<file path="src/hdl/twrtc_pkg.sv">
// shared types, codes and small functions for the three-wire rtc time master
// no dependencies; the sequencer, result register and top module import this package

package twrtc_pkg;

   // operation codes carried by an input item
   typedef enum logic [1:0] {
      OP_TICK = 2'd0,
      OP_SET  = 2'd1,
      OP_GET  = 2'd2,
      OP_NONE = 2'd3
   } op_type;

   // sequencer phases
   typedef enum logic [3:0] {
      PH_IDLE = 4'd0,
      PH_PRE  = 4'd1,
      PH_EN   = 4'd2,
      PH_ALO  = 4'd3,
      PH_AHI  = 4'd4,
      PH_DLO  = 4'd5,
      PH_DHI  = 4'd6,
      PH_RHI  = 4'd7,
      PH_RLO  = 4'd8
   } phase_type;

   // transfer numbering: set time uses 0..4, get time uses 5..7
   localparam logic [2:0] XFER_SET_FIRST = 3'd0;
   localparam logic [2:0] XFER_SET_LAST  = 3'd4;
   localparam logic [2:0] XFER_GET_FIRST = 3'd5;
   localparam logic [2:0] XFER_GET_LAST  = 3'd7;

   // register addresses and write-protect values
   localparam logic [7:0] ADDR_CTRL_WR  = 8'h8E;
   localparam logic [7:0] ADDR_HOUR_WR  = 8'h84;
   localparam logic [7:0] ADDR_MIN_WR   = 8'h82;
   localparam logic [7:0] ADDR_SEC_WR   = 8'h80;
   localparam logic [7:0] ADDR_HOUR_RD  = 8'h85;
   localparam logic [7:0] ADDR_MIN_RD   = 8'h83;
   localparam logic [7:0] ADDR_SEC_RD   = 8'h81;
   localparam logic [7:0] WP_OFF        = 8'h00;
   localparam logic [7:0] WP_ON         = 8'h80;
   localparam logic [3:0] NIBBLE_MASK   = 4'hF;

   // one input item
   typedef struct packed {
      logic [1:0] operation;
      logic [4:0] set_hours;
      logic [5:0] set_minutes;
      logic [5:0] set_seconds;
      logic       data_pin_in;
   } twrtc_item_type;

   // pin levels and status of one result
   typedef struct packed {
      logic enable;
      logic sclk;
      logic data;
      logic busy;
      logic time_valid;
   } twrtc_pins_type;

   // address byte of each transfer
   function automatic logic [7:0] xfer_addr(input logic [2:0] t);
      logic [7:0] a;
      case (t)
         3'd0:    a = ADDR_CTRL_WR;
         3'd1:    a = ADDR_HOUR_WR;
         3'd2:    a = ADDR_MIN_WR;
         3'd3:    a = ADDR_SEC_WR;
         3'd4:    a = ADDR_CTRL_WR;
         3'd5:    a = ADDR_HOUR_RD;
         3'd6:    a = ADDR_MIN_RD;
         default: a = ADDR_SEC_RD;
      endcase
      return a;
   endfunction

   // length of each phase in microsecond ticks
   function automatic logic [2:0] phase_len(input phase_type p);
      logic [2:0] n;
      case (p)
         PH_PRE:  n = 3'd5;
         PH_EN:   n = 3'd1;
         PH_ALO:  n = 3'd2;
         PH_AHI:  n = 3'd5;
         PH_DLO:  n = 3'd2;
         PH_DHI:  n = 3'd5;
         PH_RHI:  n = 3'd3;
         PH_RLO:  n = 3'd2;
         default: n = 3'd1;
      endcase
      return n;
   endfunction

   // binary to bcd for values below 64, divide by ten via multiply by 205/2048
   function automatic logic [7:0] to_bcd(input logic [5:0] v);
      logic [13:0] prod;
      logic [3:0]  tens;
      logic [6:0]  tens10;
      logic [3:0]  ones;
      prod   = 14'(v) * 14'd205;
      tens   = {1'b0, prod[13:11]};
      tens10 = 7'({tens, 3'b000}) + 7'({tens, 1'b0});
      ones   = 4'(7'(v) - tens10);
      return {tens, ones & NIBBLE_MASK};
   endfunction

   // bcd to binary without masking the flag bits
   function automatic logic [7:0] from_bcd(input logic [7:0] b);
      return 8'({b[7:4], 3'b000}) + 8'({b[7:4], 1'b0}) + 8'(b[3:0]);
   endfunction

endpackage

</file>
<file path="src/hdl/twrtc_req_if.sv">
// input item channel: valid/ready handshake with the item fields
// depends on nothing

interface twrtc_req_if;
   logic       valid;
   logic       ready;
   logic [1:0] operation;
   logic [4:0] set_hours;
   logic [5:0] set_minutes;
   logic [5:0] set_seconds;
   logic       data_pin_in;

   modport source (output valid, operation, set_hours, set_minutes, set_seconds,
                   data_pin_in, input ready);
   modport sink   (input valid, operation, set_hours, set_minutes, set_seconds,
                   data_pin_in, output ready);
endinterface

</file>
<file path="src/hdl/twrtc_rsp_if.sv">
// result item channel: valid/ready handshake with the result fields
// depends on nothing

interface twrtc_rsp_if;
   logic       valid;
   logic       ready;
   logic       enable_pin;
   logic       clock_pin;
   logic       data_pin_out;
   logic       busy_res;
   logic       time_valid;
   logic [7:0] read_hours;
   logic [7:0] read_minutes;
   logic [7:0] read_seconds;

   modport source (output valid, enable_pin, clock_pin, data_pin_out, busy_res,
                   time_valid, read_hours, read_minutes, read_seconds, input ready);
   modport sink   (input valid, enable_pin, clock_pin, data_pin_out, busy_res,
                   time_valid, read_hours, read_minutes, read_seconds, output ready);
endinterface

</file>
<file path="src/hdl/three_wire_rtc_time_master.sv">
// Three-wire serial master for a real-time clock: each item is a one-microsecond
// tick (carrying the sampled data pin) or a set-time / get-time command, and each
// item gives exactly one result with the pin levels, busy flag and the decoded
// last captured hour, minute and second. One item is taken every cycle; its
// result appears in the result register on the following cycle. The sequencer
// state is updated in the same cycle an item is taken, so throughput is set only
// by the single-entry result register, which stalls input while it is full and
// not being drained. A set time takes 5 transfers of 6 + 16*7 ticks each, a get
// time 3 transfers of 6 + 8*7 + 8*5 ticks; commands while busy are ignored.
// depends on twrtc_pkg, twrtc_req_if, twrtc_rsp_if, twrtc_seq, twrtc_rsp

module three_wire_rtc_time_master import twrtc_pkg::*; (
   input logic        clock,
   input logic        reset,
   twrtc_req_if.sink  req_ch,
   twrtc_rsp_if.source rsp_ch
);

   logic           accept;
   logic           in_ready;
   twrtc_item_type item;
   twrtc_pins_type pins;
   twrtc_pins_type out_pins;
   logic [7:0]     captured_next [3];

   assign item.operation   = req_ch.operation;
   assign item.set_hours   = req_ch.set_hours;
   assign item.set_minutes = req_ch.set_minutes;
   assign item.set_seconds = req_ch.set_seconds;
   assign item.data_pin_in = req_ch.data_pin_in;

   assign req_ch.ready = in_ready;
   assign accept       = req_ch.valid && in_ready;

   // sequencer
   twrtc_seq u_seq (
      .clock         (clock),
      .reset         (reset),
      .accept        (accept),
      .item          (item),
      .pins          (pins),
      .captured_next (captured_next)
   );

   // result register
   twrtc_rsp u_rsp (
      .clock         (clock),
      .reset         (reset),
      .accept        (accept),
      .out_ready     (rsp_ch.ready),
      .pins          (pins),
      .captured_next (captured_next),
      .in_ready      (in_ready),
      .out_valid     (rsp_ch.valid),
      .out_pins      (out_pins),
      .out_hours     (rsp_ch.read_hours),
      .out_minutes   (rsp_ch.read_minutes),
      .out_seconds   (rsp_ch.read_seconds)
   );

   assign rsp_ch.enable_pin   = out_pins.enable;
   assign rsp_ch.clock_pin    = out_pins.sclk;
   assign rsp_ch.data_pin_out = out_pins.data;
   assign rsp_ch.busy_res     = out_pins.busy;
   assign rsp_ch.time_valid   = out_pins.time_valid;

`ifndef ASSERT_OFF
   // an accepted item always shows up as a result next cycle
   a_item_to_result: assert property (@(posedge clock) disable iff (reset)
      accept |=> rsp_ch.valid)
      else $error("accepted item did not produce a result");

   // a finished get time leaves the sequencer idle
   a_done_idle: assert property (@(posedge clock) disable iff (reset)
      (rsp_ch.valid && rsp_ch.time_valid) |-> !rsp_ch.busy_res)
      else $error("time_valid while still busy");

   // the serial clock only toggles with chip enable raised
   a_clock_enabled: assert property (@(posedge clock) disable iff (reset)
      (rsp_ch.valid && rsp_ch.clock_pin) |-> rsp_ch.enable_pin)
      else $error("serial clock high with enable low");
`endif

endmodule

</file>
<file path="src/hdl/twrtc_seq.sv">
// transfer sequencer: phase, timing, shift and captured time registers
// depends on twrtc_pkg

module twrtc_seq import twrtc_pkg::*; (
   input  logic           clock,
   input  logic           reset,
   input  logic           accept,
   input  twrtc_item_type item,
   output twrtc_pins_type pins,
   output logic [7:0]     captured_next [3]
);

   phase_type  phase_ff, phase_in;
   logic [2:0] delay_ff, delay_in;
   logic [2:0] bit_ff, bit_in;
   logic [2:0] xfer_ff, xfer_in;
   logic [7:0] shift_ff, shift_in;
   logic [7:0] pending_ff [3];
   logic [7:0] pending_in [3];
   logic [7:0] captured_ff [3];
   logic [7:0] captured_in [3];

   op_type     op;
   logic [2:0] delay_inc;
   logic       phase_done;
   logic       xfer_end;
   logic       get_done;
   logic       cur_bit;
   logic [7:0] wr_data;
   logic [2:0] cap_sel;

   assign op        = op_type'(item.operation);
   assign delay_inc = delay_ff + 3'd1;
   assign phase_done = (delay_inc >= phase_len(phase_ff));
   assign cur_bit   = shift_ff[bit_ff];
   assign cap_sel   = xfer_ff - XFER_GET_FIRST;

   // data byte of a write transfer
   always_comb begin
      case (xfer_ff)
         3'd1:    wr_data = pending_ff[0];
         3'd2:    wr_data = pending_ff[1];
         3'd3:    wr_data = pending_ff[2];
         3'd4:    wr_data = WP_ON;
         default: wr_data = WP_OFF;
      endcase
   end

   // pin levels of the current position, busy and done status after the item
   always_comb begin
      pins.enable     = 1'b1;
      pins.sclk       = 1'b0;
      pins.data       = 1'b0;
      pins.busy       = (phase_in != PH_IDLE);
      pins.time_valid = get_done;
      case (phase_ff)
         PH_PRE: pins.enable = 1'b0;
         PH_EN: ;
         PH_ALO, PH_DLO: pins.data = cur_bit;
         PH_AHI, PH_DHI: begin
            pins.sclk = 1'b1;
            pins.data = cur_bit;
         end
         PH_RHI: begin
            pins.sclk = 1'b1;
            pins.data = 1'b1;
         end
         PH_RLO: pins.data = 1'b1;
         default: pins.enable = 1'b0;
      endcase
   end

   // next state of the sequencer
   always_comb begin
      phase_in    = phase_ff;
      delay_in    = delay_ff;
      bit_in      = bit_ff;
      xfer_in     = xfer_ff;
      shift_in    = shift_ff;
      pending_in  = pending_ff;
      captured_in = captured_ff;
      xfer_end    = 1'b0;
      get_done    = 1'b0;
      case (op)
         OP_TICK: begin
            if (phase_ff != PH_IDLE) begin
               // sample the data pin at the end of the second low tick
               if (phase_ff == PH_RLO && delay_ff == 3'd1) begin
                  shift_in = {item.data_pin_in, shift_ff[7:1]};
               end
               delay_in = delay_inc;
               if (phase_done) begin
                  delay_in = 3'd0;
                  case (phase_ff)
                     PH_PRE: phase_in = PH_EN;
                     PH_EN: begin
                        phase_in = PH_ALO;
                        bit_in   = 3'd0;
                     end
                     PH_ALO: phase_in = PH_AHI;
                     PH_DLO: phase_in = PH_DHI;
                     PH_RHI: phase_in = PH_RLO;
                     PH_AHI: begin
                        if (bit_ff != 3'd7) begin
                           bit_in   = bit_ff + 3'd1;
                           phase_in = PH_ALO;
                        end else begin
                           bit_in = 3'd0;
                           if (xfer_ff >= XFER_GET_FIRST) begin
                              shift_in = 8'h00;
                              phase_in = PH_RHI;
                           end else begin
                              shift_in = wr_data;
                              phase_in = PH_DLO;
                           end
                        end
                     end
                     PH_DHI: begin
                        if (bit_ff != 3'd7) begin
                           bit_in   = bit_ff + 3'd1;
                           phase_in = PH_DLO;
                        end else begin
                           xfer_end = 1'b1;
                        end
                     end
                     PH_RLO: begin
                        if (bit_ff != 3'd7) begin
                           bit_in   = bit_ff + 3'd1;
                           phase_in = PH_RHI;
                        end else begin
                           xfer_end = 1'b1;
                        end
                     end
                     default: phase_in = PH_IDLE;
                  endcase
               end
            end
         end
         OP_SET: begin
            if (phase_ff == PH_IDLE) begin
               pending_in[0] = to_bcd({1'b0, item.set_hours});
               pending_in[1] = to_bcd(item.set_minutes);
               pending_in[2] = to_bcd(item.set_seconds);
               xfer_in  = XFER_SET_FIRST;
               phase_in = PH_PRE;
               delay_in = 3'd0;
               bit_in   = 3'd0;
               shift_in = xfer_addr(XFER_SET_FIRST);
            end
         end
         OP_GET: begin
            if (phase_ff == PH_IDLE) begin
               xfer_in  = XFER_GET_FIRST;
               phase_in = PH_PRE;
               delay_in = 3'd0;
               bit_in   = 3'd0;
               shift_in = xfer_addr(XFER_GET_FIRST);
            end
         end
         default: ;
      endcase

      // end of a transfer: store a read byte, chain the next or go idle
      if (xfer_end) begin
         if (xfer_ff >= XFER_GET_FIRST) begin
            captured_in[cap_sel[1:0]] = shift_in;
         end
         if (xfer_ff == XFER_GET_LAST || xfer_ff == XFER_SET_LAST) begin
            phase_in = PH_IDLE;
            xfer_in  = 3'd0;
            get_done = (xfer_ff == XFER_GET_LAST);
         end else begin
            xfer_in  = xfer_ff + 3'd1;
            phase_in = PH_PRE;
            delay_in = 3'd0;
            bit_in   = 3'd0;
            shift_in = xfer_addr(xfer_ff + 3'd1);
         end
      end
   end

   assign captured_next = captured_in;

   // state registers, advanced once per accepted item
   always_ff @(posedge clock) begin
      if (reset) begin
         phase_ff    <= PH_IDLE;
         delay_ff    <= 3'd0;
         bit_ff      <= 3'd0;
         xfer_ff     <= 3'd0;
         shift_ff    <= 8'h00;
         pending_ff  <= '{default: 8'h00};
         captured_ff <= '{default: 8'h00};
      end else if (accept) begin
         phase_ff    <= phase_in;
         delay_ff    <= delay_in;
         bit_ff      <= bit_in;
         xfer_ff     <= xfer_in;
         shift_ff    <= shift_in;
         pending_ff  <= pending_in;
         captured_ff <= captured_in;
      end
   end

endmodule

</file>
<file path="src/hdl/twrtc_rsp.sv">
// result register: holds one result item until taken, decodes the captured time
// depends on twrtc_pkg

module twrtc_rsp import twrtc_pkg::*; (
   input  logic           clock,
   input  logic           reset,
   input  logic           accept,
   input  logic           out_ready,
   input  twrtc_pins_type pins,
   input  logic [7:0]     captured_next [3],
   output logic           in_ready,
   output logic           out_valid,
   output twrtc_pins_type out_pins,
   output logic [7:0]     out_hours,
   output logic [7:0]     out_minutes,
   output logic [7:0]     out_seconds
);

   logic           valid_ff, valid_in;
   twrtc_pins_type pins_ff;
   logic [7:0]     hours_ff, minutes_ff, seconds_ff;

   // free when empty or being drained this cycle
   assign in_ready = !valid_ff || out_ready;

   // valid flag
   always_comb begin
      valid_in = valid_ff;
      if (accept) begin
         valid_in = 1'b1;
      end else if (out_ready) begin
         valid_in = 1'b0;
      end
   end

   always_ff @(posedge clock) begin
      if (reset) begin
         valid_ff <= 1'b0;
      end else begin
         valid_ff <= valid_in;
      end
   end

   // payload, loaded on accept
   always_ff @(posedge clock) begin
      if (accept) begin
         pins_ff    <= pins;
         hours_ff   <= from_bcd(captured_next[0]);
         minutes_ff <= from_bcd(captured_next[1]);
         seconds_ff <= from_bcd(captured_next[2]);
      end
   end

   assign out_valid   = valid_ff;
   assign out_pins    = pins_ff;
   assign out_hours   = hours_ff;
   assign out_minutes = minutes_ff;
   assign out_seconds = seconds_ff;

endmodule
</file>
<file path="src/flat_wrapper.sv">
// flat-port wrapper written by rule: the top's interface ports become plain ports
module three_wire_rtc_time_master_flat import twrtc_pkg::*;
  (clock, reset, req_ch_valid, req_ch_operation, req_ch_set_hours, req_ch_set_minutes, req_ch_set_seconds, req_ch_data_pin_in, req_ch_ready, rsp_ch_valid, rsp_ch_enable_pin, rsp_ch_clock_pin, rsp_ch_data_pin_out, rsp_ch_busy_res, rsp_ch_time_valid, rsp_ch_read_hours, rsp_ch_read_minutes, rsp_ch_read_seconds, rsp_ch_ready);
  twrtc_req_if req_ch_i ();
  twrtc_rsp_if rsp_ch_i ();
  input logic clock;
  input logic reset;
  input wire logic [$bits(req_ch_i.valid)-1:0] req_ch_valid;
  input wire logic [$bits(req_ch_i.operation)-1:0] req_ch_operation;
  input wire logic [$bits(req_ch_i.set_hours)-1:0] req_ch_set_hours;
  input wire logic [$bits(req_ch_i.set_minutes)-1:0] req_ch_set_minutes;
  input wire logic [$bits(req_ch_i.set_seconds)-1:0] req_ch_set_seconds;
  input wire logic [$bits(req_ch_i.data_pin_in)-1:0] req_ch_data_pin_in;
  output wire logic [$bits(req_ch_i.ready)-1:0] req_ch_ready;
  output wire logic [$bits(rsp_ch_i.valid)-1:0] rsp_ch_valid;
  output wire logic [$bits(rsp_ch_i.enable_pin)-1:0] rsp_ch_enable_pin;
  output wire logic [$bits(rsp_ch_i.clock_pin)-1:0] rsp_ch_clock_pin;
  output wire logic [$bits(rsp_ch_i.data_pin_out)-1:0] rsp_ch_data_pin_out;
  output wire logic [$bits(rsp_ch_i.busy_res)-1:0] rsp_ch_busy_res;
  output wire logic [$bits(rsp_ch_i.time_valid)-1:0] rsp_ch_time_valid;
  output wire logic [$bits(rsp_ch_i.read_hours)-1:0] rsp_ch_read_hours;
  output wire logic [$bits(rsp_ch_i.read_minutes)-1:0] rsp_ch_read_minutes;
  output wire logic [$bits(rsp_ch_i.read_seconds)-1:0] rsp_ch_read_seconds;
  input wire logic [$bits(rsp_ch_i.ready)-1:0] rsp_ch_ready;
  assign req_ch_i.valid = req_ch_valid;
  assign req_ch_i.operation = req_ch_operation;
  assign req_ch_i.set_hours = req_ch_set_hours;
  assign req_ch_i.set_minutes = req_ch_set_minutes;
  assign req_ch_i.set_seconds = req_ch_set_seconds;
  assign req_ch_i.data_pin_in = req_ch_data_pin_in;
  assign req_ch_ready = req_ch_i.ready;
  assign rsp_ch_valid = rsp_ch_i.valid;
  assign rsp_ch_enable_pin = rsp_ch_i.enable_pin;
  assign rsp_ch_clock_pin = rsp_ch_i.clock_pin;
  assign rsp_ch_data_pin_out = rsp_ch_i.data_pin_out;
  assign rsp_ch_busy_res = rsp_ch_i.busy_res;
  assign rsp_ch_time_valid = rsp_ch_i.time_valid;
  assign rsp_ch_read_hours = rsp_ch_i.read_hours;
  assign rsp_ch_read_minutes = rsp_ch_i.read_minutes;
  assign rsp_ch_read_seconds = rsp_ch_i.read_seconds;
  assign rsp_ch_i.ready = rsp_ch_ready;
  three_wire_rtc_time_master u_core (.clock(clock), .reset(reset), .req_ch(req_ch_i), .rsp_ch(rsp_ch_i));
endmodule
</file>
<file path="config.mk">
export PLATFORM = sky130hd
export DESIGN_NAME = three_wire_rtc_time_master_flat
export DESIGN_NICKNAME = d
export VERILOG_FILES = /design/src/hdl/twrtc_pkg.sv /design/src/hdl/twrtc_req_if.sv /design/src/hdl/twrtc_rsp_if.sv /design/src/hdl/three_wire_rtc_time_master.sv /design/src/hdl/twrtc_seq.sv /design/src/hdl/twrtc_rsp.sv /design/src/flat_wrapper.sv
export SDC_FILE = /design/constraint.sdc
export NUM_CORES = 1
export LEC_CHECK = 0
export BUFFER_PORTS_ARGS = -buffer_cell sky130_fd_sc_hd__buf_2
export CORE_ASPECT_RATIO = 1.2
export CORE_MARGIN = 1.5
export CORE_UTILIZATION = 35
export DETAILED_ROUTE_END_ITERATION = 10
export GPL_TIMING_DRIVEN = 0
export PLACE_DENSITY = 0.53
export SETUP_SLACK_MARGIN = 0.05
export SLEW_MARGIN = 10
export SYNTH_ARGS = -nofsm -noshare
export SYNTH_HDL_FRONTEND = slang
export SYNTH_SLANG_ARGS = --single-unit
</file>
<file path="constraint.sdc">
create_clock -name clock -period 8.5 [get_ports clock]
set_input_delay 1.275 -clock clock [delete_from_list [all_inputs] [get_ports clock]]
set_output_delay 1.275 -clock clock [all_outputs]
set_load 0.1 [all_outputs]
</file>
### Word level (Yosys, flattened, before mapping)

Memories as Yosys holds them, arrays and structs flattened. A register that Yosys moved wholly into a read port is not among the register bits.
Index checks and enable logic that the tools add are counted.

* flip-flop bits (word level): 95
* memory bits (read-only): 48
* input port bits: 24
* output and inout port bits: 31
* logic and storage cells: 157
* memories kept: 1

* add/subtract/negate cells: 16
* multiply operators: 3
* magnitude comparators: 5
* equality and inequality tests: 25
* muxes and demuxes: 63
* bitwise logic cells: 1
* reduce and logical (&&, ||, !) cells: 23

Memory list
* (no name shown): depth 16, width 3, rd ports 1, clocked after memory_dff 1, write ports 0, line twrtc_pkg.sv:82 `case (p)`

Operators by type and width (number)
* $mux 8: 11
* $mux 3: 17
* $mux 24: 2
* $mux 4: 8
* $pmux 4 s8: 1
* $pmux 8 s4: 1
* $mul 6x8->14 const B: 2
* $add 7x5->8: 3
* $add 8x4->8: 3
* $bwmux 24: 1
* $pmux 4 s6: 1
* $pmux 8 s3: 1
* $pmux 3 s2: 3
* $demux 8 s2: 1
* $eq 4x3->1 const B: 4
* $eq 3x3->1 const B: 5
* $mul 5x8->13 const B: 1
* $eq 3x2->1 const B: 4
* $sub 4x4->4: 3
* $mux 1: 11
* $add 3x1->3 const B: 3
* $eq 3x1->1 const B: 3
* $ne 3x3->1 const B: 3
* $pmux 3 s3: 1
* 33 further kinds: 43

### Longest topological paths before layout

Gate-level depths: netlist (run 1).

* depth after elaboration: 13
* mapped depth: 20

### Modules after synthesis

Synthesis (run 1) repeated with hierarchy kept, for this count alone.

* cells, all modules: 879
* area, all modules: 7843.8 µm²

Modules (own cells, without submodules)
* twrtc_seq: instances 1, cells each 773, area an instance 6283.5 µm², seq. area each 1361.3 µm²
* twrtc_rsp: instances 1, cells each 105, area an instance 1554.0 µm², seq. area each 890.9 µm²
* three_wire_rtc_time_master: instances 1, cells each 1, area an instance 6.3 µm², seq. area each 0.0 µm²

### Worst setup path after synthesis (run 1)

OpenSTA, ideal clock, no wires.

* kind: input to register
* start: input port req_ch_operation[0]
* end: register u_core.u_rsp.seconds_ff[6] (netlist: u_core.u_rsp.out_seconds[6]), data pin
* library setup time: 0.258 ns
* arrival: 4.379 ns
* path slack: 3.864 ns
* stages: 15
* path buffers: 3
* cell sequence: inv_1 -> ha_1 -> buf_2 -> inv_1 -> a2111oi_4 -> and2_0 -> buf_2 -> nand3_2 -> clkbuf_1 -> o21ai_0 -> fa_1 -> fa_1 -> a21o_1 -> a21oi_1 -> xnor2_1

RTL lines
* from (decl): line flat_wrapper.sv:9 `input wire logic [$bits(req_ch_i.operation)-1:0] req_ch_operation;`
* to (signal assigned): line twrtc_rsp.sv:50 `seconds_ff <= from_bcd(captured_next[2]);`
* to (decl): line twrtc_rsp.sv:21 `logic [7:0] hours_ff, minutes_ff, seconds_ff;`

==> flow_results.org, run 1 <==
** Detailed routing
- DR iter-0 viols :: 328
- In the routed design, unresolved DRC markers number 0.
- Via count of the routed design :: 6341
- Number of routed nets with antenna violations :: 0
- Final routed wire length divided by cell count :: 15.5 um
- Before antenna repair, the detailed router went through 6 iterations.
- Drt via density :: 5.21
- Wires add up to 18900 um.

** Logic synthesis
- For this run, the register share of the synthesized area comes to 0.285.
- During synthesis, Yosys emitted a total of 0 warnings.
- Most used flip-flop cell after synthesis :: dfxtp_1
- The average instance in the mapped netlist occupies 9.12 um2.
- Top area cells in the synthesized netlist :: ha_1, dfxtp_1, edfxtp_1
- In the post-synthesis netlist, the cell with the most instances is ha_1.
- In the synthesized netlist the async set-or-reset flop fraction comes to 0.
- The synthesized design contains 98 register bits.
- Synthesis produced a netlist whose cell count is 868.
- Fraction of post-synthesis cell area in the top cell type by area :: 0.190
- The synthesized design spends more area on one cell type than any other, namely ha_1.
- When the netlist entered floorplanning its net count stood at 1032.
- Yosys mapped the design onto 88 distinct sky130hd cell types.
- Most frequent cells after synthesis :: ha_1, nand2_1, inv_1, dfxtp_1, nor2_1
- Cell area after synthesis :: 7920 um2
- Yosys mapped a number of flops with a built-in enable equal to 29.

** Timing
- Summed over all failing endpoints, the final setup total negative slack is 0 ps.
- Max-slew headroom at the worst pin :: 0.185
- Fin. max-slew vios :: 0
- Part of the cycle the worst path needs :: 0.596
- Least-Margin Pin Slew :: 1210 ps
- For this run, the top clock speed supported by timing is 197 MHz.
- Post-Route Skew :: 11.2 ps
- Setup violations remaining at the end of the flow were counted as 0.
- The final hold violation count was 0.
- RSZ-0062 raised after global routing :: no
- Minimum clock period after layout :: 5070 ps

** Global routing
- The via count of the first global-routing pass came to 6420.
- The first global-routing pass estimated 32000 um of wire.
- Across every metal layer, demand over resource in global routing totals 0.170.
- Entering global routing, the biggest net connects 29 pins.
- Overall overflow remaining after global route :: 0
- The number of antenna violations at the first check in global routing is 0.

** Clock network
- The clock tree synthesis step divided the H-tree into 3 levels.
- In this run the deepest clock path goes through 2 buffers.
- Buffers inserted during clock tree synthesis total 9.
- After clock tree synthesis, the flow added hold-fix buffers numbering 0.
- Number of sinks handled by clock tree synthesis :: 98
- Root buffer cell :: clkbuf_16
- Postcts setup bufs :: 0
- TritonCTS built the clock tree.
- After clock tree synthesis, the clock-pin slew on the worst setup and hold paths is 80 ps.
- Clk_lat worst skew :: 360 ps
- Gates resized during post-CTS repair numbered 0.

** Final layout
- Area growth syn-to-layout :: 11.5%
- Measured on the finished design, the core utilization comes to 0.396.
- After the last flow step, the layout net total stands at 1097.
- Proportion of layout cells with a drive suffix above 1 :: 0.126
- Counting the fill cells in the layout gives 2266.
- ANT cells :: 0

** Critical path
- Kind of start point of the critical path :: primary input
- In this run the register-to-register setup slack is 3590 ps.
- The worst setup path is captured at a flip-flop.
- Critical path type :: in2reg
- Of all nets on the critical path, the largest fanout is 10.
- Critical Path RT :: 8620 ps
- Signal arrival time at the worst endpoint :: 5190 ps

** Placement
- The congestion estimate from routability-driven global placement came to 0.881.
- Quantity of I/O buffers inserted on ports :: 53
- Detailed placement ended at an HPWL of 14900 um.

** Floorplanning
- Die X :: 140 um
- The core region is 22300 um2.
- Die span in y :: 168 um
- Die outline area :: 23500 um2
- For this configuration, the core starts out at a cell density of 0.355.
- After floorplanning, the core was divided into 60 placement rows.
- Count of pins on the block boundary :: 55

** Job
- Across the run, the number of max-cap violations was 0.

** Status
- The run finished with clean final reports.

** Power and ir drop
- VDD sags by at most 0.0742 mV.
- Pwr Density :: 145 nW/um2
- In this run the static leakage power is 4.00 nW.

** Hold path
- Worst hold-check path type :: reg2reg
registers in the layout (all words and copies together) (netlist names), named ones only:
name and cells:
u_core.u_rsp.out_hours 8, u_core.u_rsp.out_minutes 8, u_core.u_rsp.out_pins 5, u_core.u_rsp.out_seconds 8, u_core.u_rsp.out_valid 1, u_core.u_seq.bit_ff 3
u_core.u_seq.captured_ff 24, u_core.u_seq.delay_ff 3, u_core.u_seq.pending_ff 20, u_core.u_seq.phase_ff 4, u_core.u_seq.shift_ff 8, u_core.u_seq.xfer_ff 3
logic make-up after synthesis:
family                   count (synthesis)  share of synthesized area
AND/OR/NAND/NOR                        248                      0.150
AO/OA/AOI/OAI                          200                      0.185
multiplexers                            27                     0.0392
adder cells (fa/ha/maj)                141                      0.242
XOR/XNOR                                31                     0.0378
buffers and inverters                  123                     0.0618
flip-flops                              98                      0.285
worst paths after layout:
path	startpoint	end	cells past startpoint
max	req_ch_operation[0]	u_core.u_rsp.out_minutes[7]	17
min	u_core.u_seq.captured_ff[23]	u_core.u_seq.captured_ff[23]	2
max reg2reg	u_core.u_seq.bit_ff[0]	u_core.u_rsp.out_hours[7]	17
min reg2reg	u_core.u_seq.captured_ff[23]	u_core.u_seq.captured_ff[23]	2
per-stage QoR:
stage	setup WS (ps)	instance area, um2	instances	hold WS [ps]	power (mW)
detailed placement	3050	8550	1201	449	0.905
global placement	3040	8530	1200	443	0.900
finish	3430	8820	1217	457	1.28
floorplan	3860	7920	868	431	0.809
CTS	3430	8820	1217	459	1.30
global route	3060	8820	1217	480	1.37
where the power goes:
| group | switching, mW | internal (mW) | leakage [nW] | total (mW) |
|---|---|---|---|---|
| Combinational | 0.245 | 0.141 | 3.03 | 0.386 |
| Clock | 0.189 | 0.201 | 0.123 | 0.390 |
| Sequential | 0.00842 | 0.496 | 0.848 | 0.504 |
layout by cell type (no fill, tap or decap), types with 14 or more instances in the layout:
cell        n
inv_1      84
a21o_1     16
nand3_1    14
edfxtp_1   29
fa_1       20
ha_1      120
mux2i_1    15
o21ai_0    40
nand2_1    87
a21oi_1    46
clkbuf_1   25
nor2_1     69
buf_2      59
xnor2_1    23
dfxtp_1    69
a211oi_1   17
per-layer routing:
metal  up-vias  global-route usage  wire [um]
met5         -                   0          0
met4         0              0.0682        520
met3        35              0.0169        470
met2       109               0.302       9390
met1      2975               0.210       8480
li1       3222                   -          -
critical path, stage by stage:
cell and delay, ps:
buf_2 120, inv_1 70, ha_1 130, buf_2 190
inv_1 150, a2111oi_4 430, nand2_1 270, nor2_1 270
nand2_1 190, clkbuf_1 240, o21ai_0 400, fa_1 510
ha_1 310, a21o_1 160, a21oi_1 220, nor2b_1 70
o21a_1 170
layout make-up:
class | count | area, um2 | share of cell area
plain buffers | 37 | 168 | 0.0190
clock buffers | 11 | 233 | 0.0264
clock inverters | 5 | 40.0 | 0.00454
inverters | 86 | 323 | 0.0366
multi-input cells | 647 | 5170 | 0.586
flip-flops and latches | 98 | 2250 | 0.255
well taps | 279 | 349 | 0.0396
repair buffers | 54 | 285 | 0.0323
Power figures use the tool's default switching activity.
==> inputs of run 2 (changes only) <==
==> constraint.sdc (replaced) <==
create_clock -name clock -period 4.8 [get_ports clock]
set_input_delay 0.72 -clock clock [delete_from_list [all_inputs] [get_ports clock]]
set_output_delay 0.72 -clock clock [all_outputs]
set_load 0.1 [all_outputs]
==> run 2 against run 1 <==
Clock power is 77% higher. Sequential power rose by 77%. Core utilization grew 0.28 points. Non-clock buffer count fell by 1. Register-to-register slack got worse by 3300 ps. Cell count is essentially flat. Wire length increased by 0.39%. Critical path depth is 1 lower. Worst setup slack lost 3100 ps. Hold slack lost 0.95 ps. Critical endpoint is now u_core.u_rsp.out_hours[7]. Critical path type is now reg2reg. First-iteration DRC count down 6.1%. Via count shrank 0.46%.
==> flow_results.org, run 2 (synthesized netlist as in run 1, its figures left out) <==
** Clock network
- TritonCTS clock tree :: yes (unchanged)
- The library cell used as clock root buffer is clkbuf_16 (unchanged).
- The clock-pin slew on the worst setup and hold paths came to 70 ps (was 80 ps).
- The number of hold buffers added after CTS was 0 (unchanged).
- Number of sinks handled by clock tree synthesis :: 98 (unchanged)
- The clock latency on the worst-skew pair is 360 ps (about the same).
- Clock buffer count from CTS :: 9 (unchanged)
- H-Tree Level Count :: 3 (unchanged)
- The maximum clock path buffer count was 2 (unchanged).

** Detailed routing
- First drt pass iteration count :: 5 (was 6)
- The aggregate routed wire length was 18900 um (about the same).
- The detail-routed via count per cell came to 5.19 (was 5.21).
- The detailed router's first-iteration violation count is 308 (was 328).
- The post-detailed-route DRC marker count was 0 (unchanged).
- Number of routed nets with antenna violations :: 0 (unchanged)
- Via count of the routed design :: 6312 (was 6341)
- The wire length per cell after detailed routing is 15.6 um (was 15.5 um).

** Floorplanning
- Count of pins on the block boundary :: 55 (unchanged)
- Initial standard-cell utilization of the core :: 0.355 (unchanged)
- Placeable core area :: 22300 um2 (unchanged)
- Total number of placement rows :: 60 (unchanged)
- The die span in x was 140 um (unchanged).
- Die outline area :: 23500 um2 (unchanged)
- Die span in y :: 168 um (unchanged)

** Hold path
- The kind of path behind the tightest hold check was reg2reg (unchanged).
- Cell count of the worst hold path :: 2 (unchanged)
- Worst hold path endpoint :: u_core.u_seq.captured_ff[23] (unchanged)
- Worst Hold Launch :: u_core.u_seq.captured_ff[23] (unchanged)

** Placement
- The weighted congestion at the end of routability-driven global placement came to 0.881 (unchanged).
- Total cell area at the placement stage :: 8550 um2 (unchanged)
- The worst setup slack after placement is -96.1 ps (was 3050 ps).
- The estimated wirelength of the detail-placed design is 14900 um (unchanged).
- The number of buffer cells added on primary ports was 53 (unchanged).

** Critical path
- Crit path largest cell delay :: 560 ps (was 510 ps)
- The type of the worst setup path is reg2reg (was in2reg).
- Register-to-register path setup slack :: 340 ps (was 3590 ps)
- The sort of element at the start of the critical path was a flip-flop (was primary input).
- Critical Path RT :: 4910 ps (was 8620 ps)
- The logic depth of the worst register-to-register path came to 16 (was 17).
- The critical path buffer and inverter count came to 3 (was 5).
- The origin of the critical flop-to-flop path is u_core.u_seq.bit_ff[0] (unchanged).
- List of cells traversed by the critical path :: ha_1 > ha_1 > clkbuf_2 > inv_1 > nor3_4 > and4_1 > a22oi_1 > o221ai_4 > mux2i_1 > fa_1 > inv_1 > ha_1 > a21o_1 > a21oi_1 > nor2b_1 > o21a_1 (was buf_2 > inv_1 > ha_1 > buf_2 > inv_1 > a2111oi_4 > nand2_1 > nor2_1 > nand2_1 > clkbuf_1 > o21ai_0 > fa_1 > ha_1 > a21o_1 > a21oi_1 > nor2b_1 > o21a_1)
- Maximum net fanout on the critical path :: 8 (was 10)
- Crit path capture type :: flip-flop (unchanged)
- The reg-to-reg endpoint was u_core.u_rsp.out_hours[7] (unchanged).
- Slowest library cell on the worst path :: fa_1 (unchanged)
- Signal arrival time at the worst endpoint :: 4580 ps (was 5190 ps)
- Most common cell type on the critical path :: ha_1
- Cell family contributing the most delay on the critical path :: adder cells (was compound AO/OA/AOI/OAI gates)

** Global routing
- The number of antenna violations at the first check in global routing was 0 (unchanged).
- The pin count of the biggest net entering global routing is 29 (unchanged).
- Overall overflow remaining after global route :: 0 (unchanged)
- The total routing usage reported by global routing was 0.170 (about the same).
- The first-pass GRT wire length was 32000 um (about the same).
- The via count of the first global-routing pass came to 6407 (was 6420).

** Timing
- The final setup TNS came to 0 ps (unchanged).
- The worst slew margin relative to its limit came to 0.193 (was 0.185).
- Number of hold violations in the final report :: 0 (unchanged)
- Fmax :: 224 MHz
- The setup violation total in the final timing report is 0 (unchanged).
- The final count of pins violating max slew came to 0 (unchanged).
- After layout, the minimum clock period comes to 4460 ps.
- RSZ-0062 raised after global routing: no (unchanged).
- The final hold slack is 456 ps (was 457 ps).
- The worst clock skew came to 11.4 ps (was 11.2 ps).
- The pin slew with the least headroom to its limit came to 1200 ps (was 1210 ps).
- The least setup slack across all paths after layout is 337 ps (was 3430 ps).
- Part of the cycle the worst path needs :: 0.930

** Final layout
- The count of antenna diodes in the layout is 0 (unchanged).
- The register name with the most flops was u_core.u_seq.captured_ff (unchanged).
- Top flop regs: u_core.u_seq.captured_ff x24, u_core.u_seq.pending_ff x20 (unchanged).
- Most common library cell in the layout ignoring fill and taps :: ha_1 (unchanged)
- Post-route cell area :: 8890 um2 (was 8820 um2)
- Commonest non-fill, non-tap cells in the layout: ha_1, nand2_1, inv_1, nor2_1, dfxtp_1 (unchanged).
- The flip-flop count of the largest register after layout came to 24 (unchanged).
- The total number of nets in the final design came to 1096 (was 1097).
- The share of final-layout standard cells stronger than drive strength 1 came to 0.133 (was 0.126).
- Area growth syn-to-layout :: 12.3% (was 11.5%)

** Power and ir drop
- Switch Pwr :: 0.789 mW (was 0.442 mW)
- The internal power summed over all cells is 1.49 mW (was 0.838 mW).
- Leakage :: 4.00 nW (about the same)
- Share of total power in the clock network :: 0.304 (about the same)
- Sw Share :: 0.347 (was 0.345)
- The combinational cell fraction of total power came to 0.303 (was 0.302).
- The maximum resistive drop on vdd was 0.119 mV (was 0.0742 mV).
- Pwr Density :: 256 nW/um2 (was 145 nW/um2)
- The power share of the sequential group came to 0.393 (was 0.394).
- Total chip power :: 2.27 mW (was 1.28 mW)

** Status
- Run status :: complete, no violations (unchanged)

** Job
- The max-capacitance violation count came to 0 (unchanged).
-- run 2: worst reg2reg max path: stages, from the launching register on --
cell      delay, ps
dfxtp_1         500
ha_1            240
ha_1            150
clkbuf_2        190
inv_1           160
nor3_4          260
and4_1          430
a22oi_1         180
o221ai_4        370
mux2i_1         200
fa_1            570
inv_1            70
ha_1            290
a21o_1          180
a21oi_1         220
nor2b_1          80
o21a_1          170
-- run 2: area by class of cell --
class | count | area, um2
tap | 279 | 349
buffer | 36 | 164
fill | 2263 | 13400
timing repair buffer | 54 | 285
clock inverter | 5 | 40.0
clock buffer | 11 | 233
multi-input combinational | 647 | 5240
sequential | 98 | 2250
inverter | 86 | 323
-- run 2: worst max path at each step --
stage	startpoint	to	slack [ps]	cells past startpoint
after floorplan	req_ch_operation[0]	u_core.u_rsp.out_seconds[6]	720	15
after global placement	req_ch_operation[0]	u_core.u_rsp.out_minutes[7]	-110	17
after detailed placement	req_ch_operation[0]	u_core.u_rsp.out_minutes[7]	-100	17
after CTS	u_core.u_seq.bit_ff[0]	u_core.u_rsp.out_hours[7]	70	17
after global routing	u_core.u_seq.bit_ff[0]	u_core.u_rsp.out_seconds[7]	70	17
final	u_core.u_seq.bit_ff[0]	u_core.u_rsp.out_hours[7]	340	16
-- run 2: power groups by stage --
stage	Combinational [mW]	Clock [mW]	Sequential [mW]
floorplan	0.431	0	1.00
global placement	0.682	0	0.913
detailed placement	0.690	0	0.912
CTS	0.695	0.713	0.893
global route	0.780	0.747	0.897
finish	0.689	0.691	0.894
-- run 2: timing repair --
action                                  in CTS  in global routing
setup buffers                                0                  0
gates cloned                                 0                  0
endpoints found under the setup margin       6                  8
resized for setup                            2                 12
-- run 2: routing by layer --
layer,global-route usage,up-vias,share of wire
met5,0,-,0
met4,0.0668,0,0.026
met3,0.0172,30,0.023
met2,0.303,98,0.50
met1,0.210,2960,0.45
li1,-,3224,-
-- run 2: through the flow --
step	cells	utilization
after detailed placement	1201	0.384
after floorplan	868	-
after global placement	1200	0.383
after global routing	1216	0.399
after CTS	1217	0.396
final	1216	0.399
==> inputs of run 3 (changes only) <==
--- a/config.mk
+++ b/config.mk
@@ -11,8 +11,8 @@
 export CORE_UTILIZATION = 35
 export DETAILED_ROUTE_END_ITERATION = 10
 export GPL_TIMING_DRIVEN = 0
+export MAX_ROUTING_LAYER = met4
 export PLACE_DENSITY = 0.53
-export SETUP_SLACK_MARGIN = 0.05
 export SLEW_MARGIN = 10
 export SYNTH_ARGS = -nofsm -noshare
 export SYNTH_HDL_FRONTEND = slang
==> run 3 against run 2 <==
Die area did not move. Critical endpoint unchanged. Critical path type unchanged. Hold slack barely moved. Core utilization fell by 0.084 points. Global-route usage rose by 0.49 points. Cell count barely moved. Non-clock buffer count rose by 1. First-iteration DRC count rose by 6.2%. Worst setup slack got worse by 100 ps. Combinational power barely moved. Wire length rose by 0.23%. Clock skew barely moved. Clock power barely moved.
==> flow_results.org, run 3 (synthesized netlist as in run 1, its figures left out) <==
** Status
- Run status :: complete, no violations (unchanged)

** Detailed routing
- Total routed wirelength :: 19000 um (was 18900 um)
- Number of routed nets with antenna violations :: 0 (unchanged)
- The detailed router's first-iteration violation count is 327 (was 308).
- Final routed wire length divided by cell count :: 15.6 um (about the same)
- The post-detailed-route DRC marker count was 0 (unchanged).
- First drt pass iteration count :: 5 (unchanged)
- Drt via density :: 5.23 (was 5.19)
- Via count of the routed design :: 6360 (was 6312)

** Timing
- The worst clock skew was 11.4 ps (about the same).
- Fin Hold WS :: 456 ps (about the same)
- Max-slew headroom at the worst pin :: 0.193 (about the same)
- Fin. max-slew vios :: 0 (unchanged)
- Setup violators final :: 0 (unchanged)
- The peak clock frequency supported by timing is 219 MHz (was 224 MHz).
- Minimum clock period after layout :: 4560 ps (was 4460 ps)
- The final hold violation count is 0 (unchanged).
- Part of the cycle the worst path needs :: 0.951 (was 0.930)
- The final setup TNS came to 0 ps (unchanged).
- RSZ-0062 raised after global routing: yes (was no).
- Crit path setup slack, layout :: 236 ps (was 337 ps)
- The pin slew with the least headroom to its limit is 1200 ps (about the same).

** Clock network
- The total number of H-tree levels is 3 (unchanged).
- The clock tree from TritonCTS is yes (unchanged).
- Clk_lat worst skew :: 360 ps (about the same)
- The clock buffer count from CTS is 9 (unchanged).
- Longest Clk Path Bufs :: 2 (unchanged)
- Reg clk slew, reported paths :: 70 ps (about the same)
- The library cell used as clock root buffer is clkbuf_16 (unchanged).
- Number of sinks handled by clock tree synthesis :: 98 (unchanged)
- Number of hold buffers added after CTS :: 0 (unchanged)

** Final layout
- The share of final-layout standard cells stronger than drive strength 1 is 0.130 (was 0.133).
- Commonest non-fill, non-tap cells in the layout :: ha_1, nand2_1, inv_1, nor2_1, dfxtp_1 (unchanged)
- Top flop regs :: u_core.u_seq.captured_ff x24, u_core.u_seq.pending_ff x20 (unchanged)
- The count of antenna diodes in the layout was 0 (unchanged).
- The most common library cell in the layout ignoring fill and taps was ha_1 (unchanged).
- The total number of nets in the final design came to 1097 (was 1096).
- Area growth syn-to-layout :: 12.0% (was 12.3%)
- Utilization of the core after routing :: 0.398 (was 0.399)
- Largest register FFs :: 24 (unchanged)
- The register name with the most flops is u_core.u_seq.captured_ff (unchanged).

** Critical path
- Critical Path RT :: 4910 ps (about the same)
- List of cells traversed by the critical path :: ha_1 > ha_1 > clkbuf_2 > inv_1 > nor3_4 > and4_1 > clkbuf_1 > a22oi_1 > o221ai_4 > mux2i_1 > fa_1 > inv_1 > ha_1 > a21o_1 > a21oi_1 > nor2b_1 > o21a_1 (was ha_1 > ha_1 > clkbuf_2 > inv_1 > nor3_4 > and4_1 > a22oi_1 > o221ai_4 > mux2i_1 > fa_1 > inv_1 > ha_1 > a21o_1 > a21oi_1 > nor2b_1 > o21a_1)
- Maximum net fanout on the critical path :: 8 (unchanged)
- Kind of start point of the critical path :: flip-flop (unchanged)
- The data arrival time of the critical path was 4680 ps (was 4580 ps).
- The type of the worst setup path was reg2reg (unchanged).
- Crit path capture type :: flip-flop (unchanged)
- The cell type group with the largest total delay on the critical path was adder cells (unchanged).
- The cell with the largest stage delay on the worst path is fa_1 (unchanged).
- Crit path largest cell delay :: 570 ps (was 560 ps)
- Most common cell type on the critical path :: ha_1 (unchanged)
- The critical path buffer and inverter count is 4 (was 3).

** Power and ir drop
- The internal power summed over all cells is 1.49 mW (about the same).
- Share of total power in the clock network :: 0.304 (about the same)
- The net switching component of the power came to 0.788 mW (was 0.789 mW).
- The maximum resistive drop on vdd was 0.134 mV (was 0.119 mV).
- The leakage power of the design came to 4.00 nW (about the same).
- The switching share of total power came to 0.347 (about the same).
- The power density over the cells was 256 nW/um2 (about the same).
- The power consumption was 2.27 mW (about the same).
- Logic gate share of total power :: 0.303 (about the same)
- The power share of the sequential group was 0.393 (about the same).

** Job
- The max-capacitance violation count came to 0 (unchanged).

** Global routing
- Largest net degree at the start of global routing :: 29 (unchanged)
- The via count of the first global-routing pass is 6407 (unchanged).
- Overall overflow remaining after global route :: 0 (unchanged)
- Antenna violations before repair :: 0 (unchanged)
- Global-route usage over all layers :: 0.175 (was 0.170)
- The first-pass GRT wire length was 32000 um (about the same).

** Floorplanning
- Total number of placement rows :: 60 (unchanged)
- Die X :: 140 um (unchanged)
- Placeable core area :: 22300 um2 (unchanged)
- The effective utilization at floorplan is 0.355 (unchanged).
- The boundary pin count came to 55 (unchanged).
- The overall die area is 23500 um2 (unchanged).
- Die span in y :: 168 um (unchanged)

** Placement
- The weighted congestion at the end of routability-driven global placement is 0.896 (was 0.881).
- The worst setup slack after placement came to -96.1 ps (unchanged).
- Quantity of I/O buffers inserted on ports :: 53 (unchanged)
- The estimated wirelength of the detail-placed design came to 14900 um (unchanged).

** Hold path
- Worst hold-check path type :: reg2reg (unchanged)
==> run 3: power by group through the flow <==
stage / registers, mW / clock network (mW) / logic, mW
finish: 0.894 / 0.691 / 0.688
detailed placement: 0.912 / 0 / 0.690
global placement: 0.913 / 0 / 0.682
CTS: 0.893 / 0.713 / 0.695
floorplan: 1.00 / 0 / 0.431
global route: 0.897 / 0.745 / 0.778
==> run 3: final cells by class <==
type                       count  area (um2)
clock inverter                 5        40.0
clock buffer                  11         233
sequential                    98        2250
tap                          279         349
buffer                        37         168
timing repair buffer          54         285
inverter                      86         323
multi-input combinational    647        5220
fill                        2264       13400
==> run 3: path summary, 6_finish.rpt <==
path	startpoint	to	slack [ps]	depth (start not counted)
worst min register to register	u_core.u_seq.captured_ff[23]	u_core.u_seq.captured_ff[23]	460	2
worst max register to register	u_core.u_seq.bit_ff[0]	u_core.u_rsp.out_hours[7]	240	17
worst max-delay path	u_core.u_seq.bit_ff[0]	u_core.u_rsp.out_hours[7]	240	17
worst min-delay path	u_core.u_seq.captured_ff[23]	u_core.u_seq.captured_ff[23]	460	2
==> run 3: what timing repair did <==
item                                    in CTS  in global routing
resized for setup                            2                  7
endpoints found under the hold margin        0                  0
setup buffers                                0                  0
endpoints found under the setup margin       4                  8
==> run 3: per-layer routing <==
metal	vias up	share of wire	GRT usage	wire (um)
li1	3225	-	-	-
met2	111	0.50	0.304	9540
met3	29	0.027	0.0166	510
met1	2995	0.45	0.209	8480
met5	-	0	-	0
met4	0	0.024	0.0654	451
==> run 3: tightest hold or removal path, stage by stage, from the launching register on <==
cell and delay [ps]:
dfxtp_1 310, nand2_1 50, a21oi_1 50
==> run 3: metrics by stage <==
step	instances	area, um2
floorplan	868	7920
global placement	1200	8530
detailed placement	1201	8550
CTS	1217	8830
global route	1217	8870
finish	1217	8870
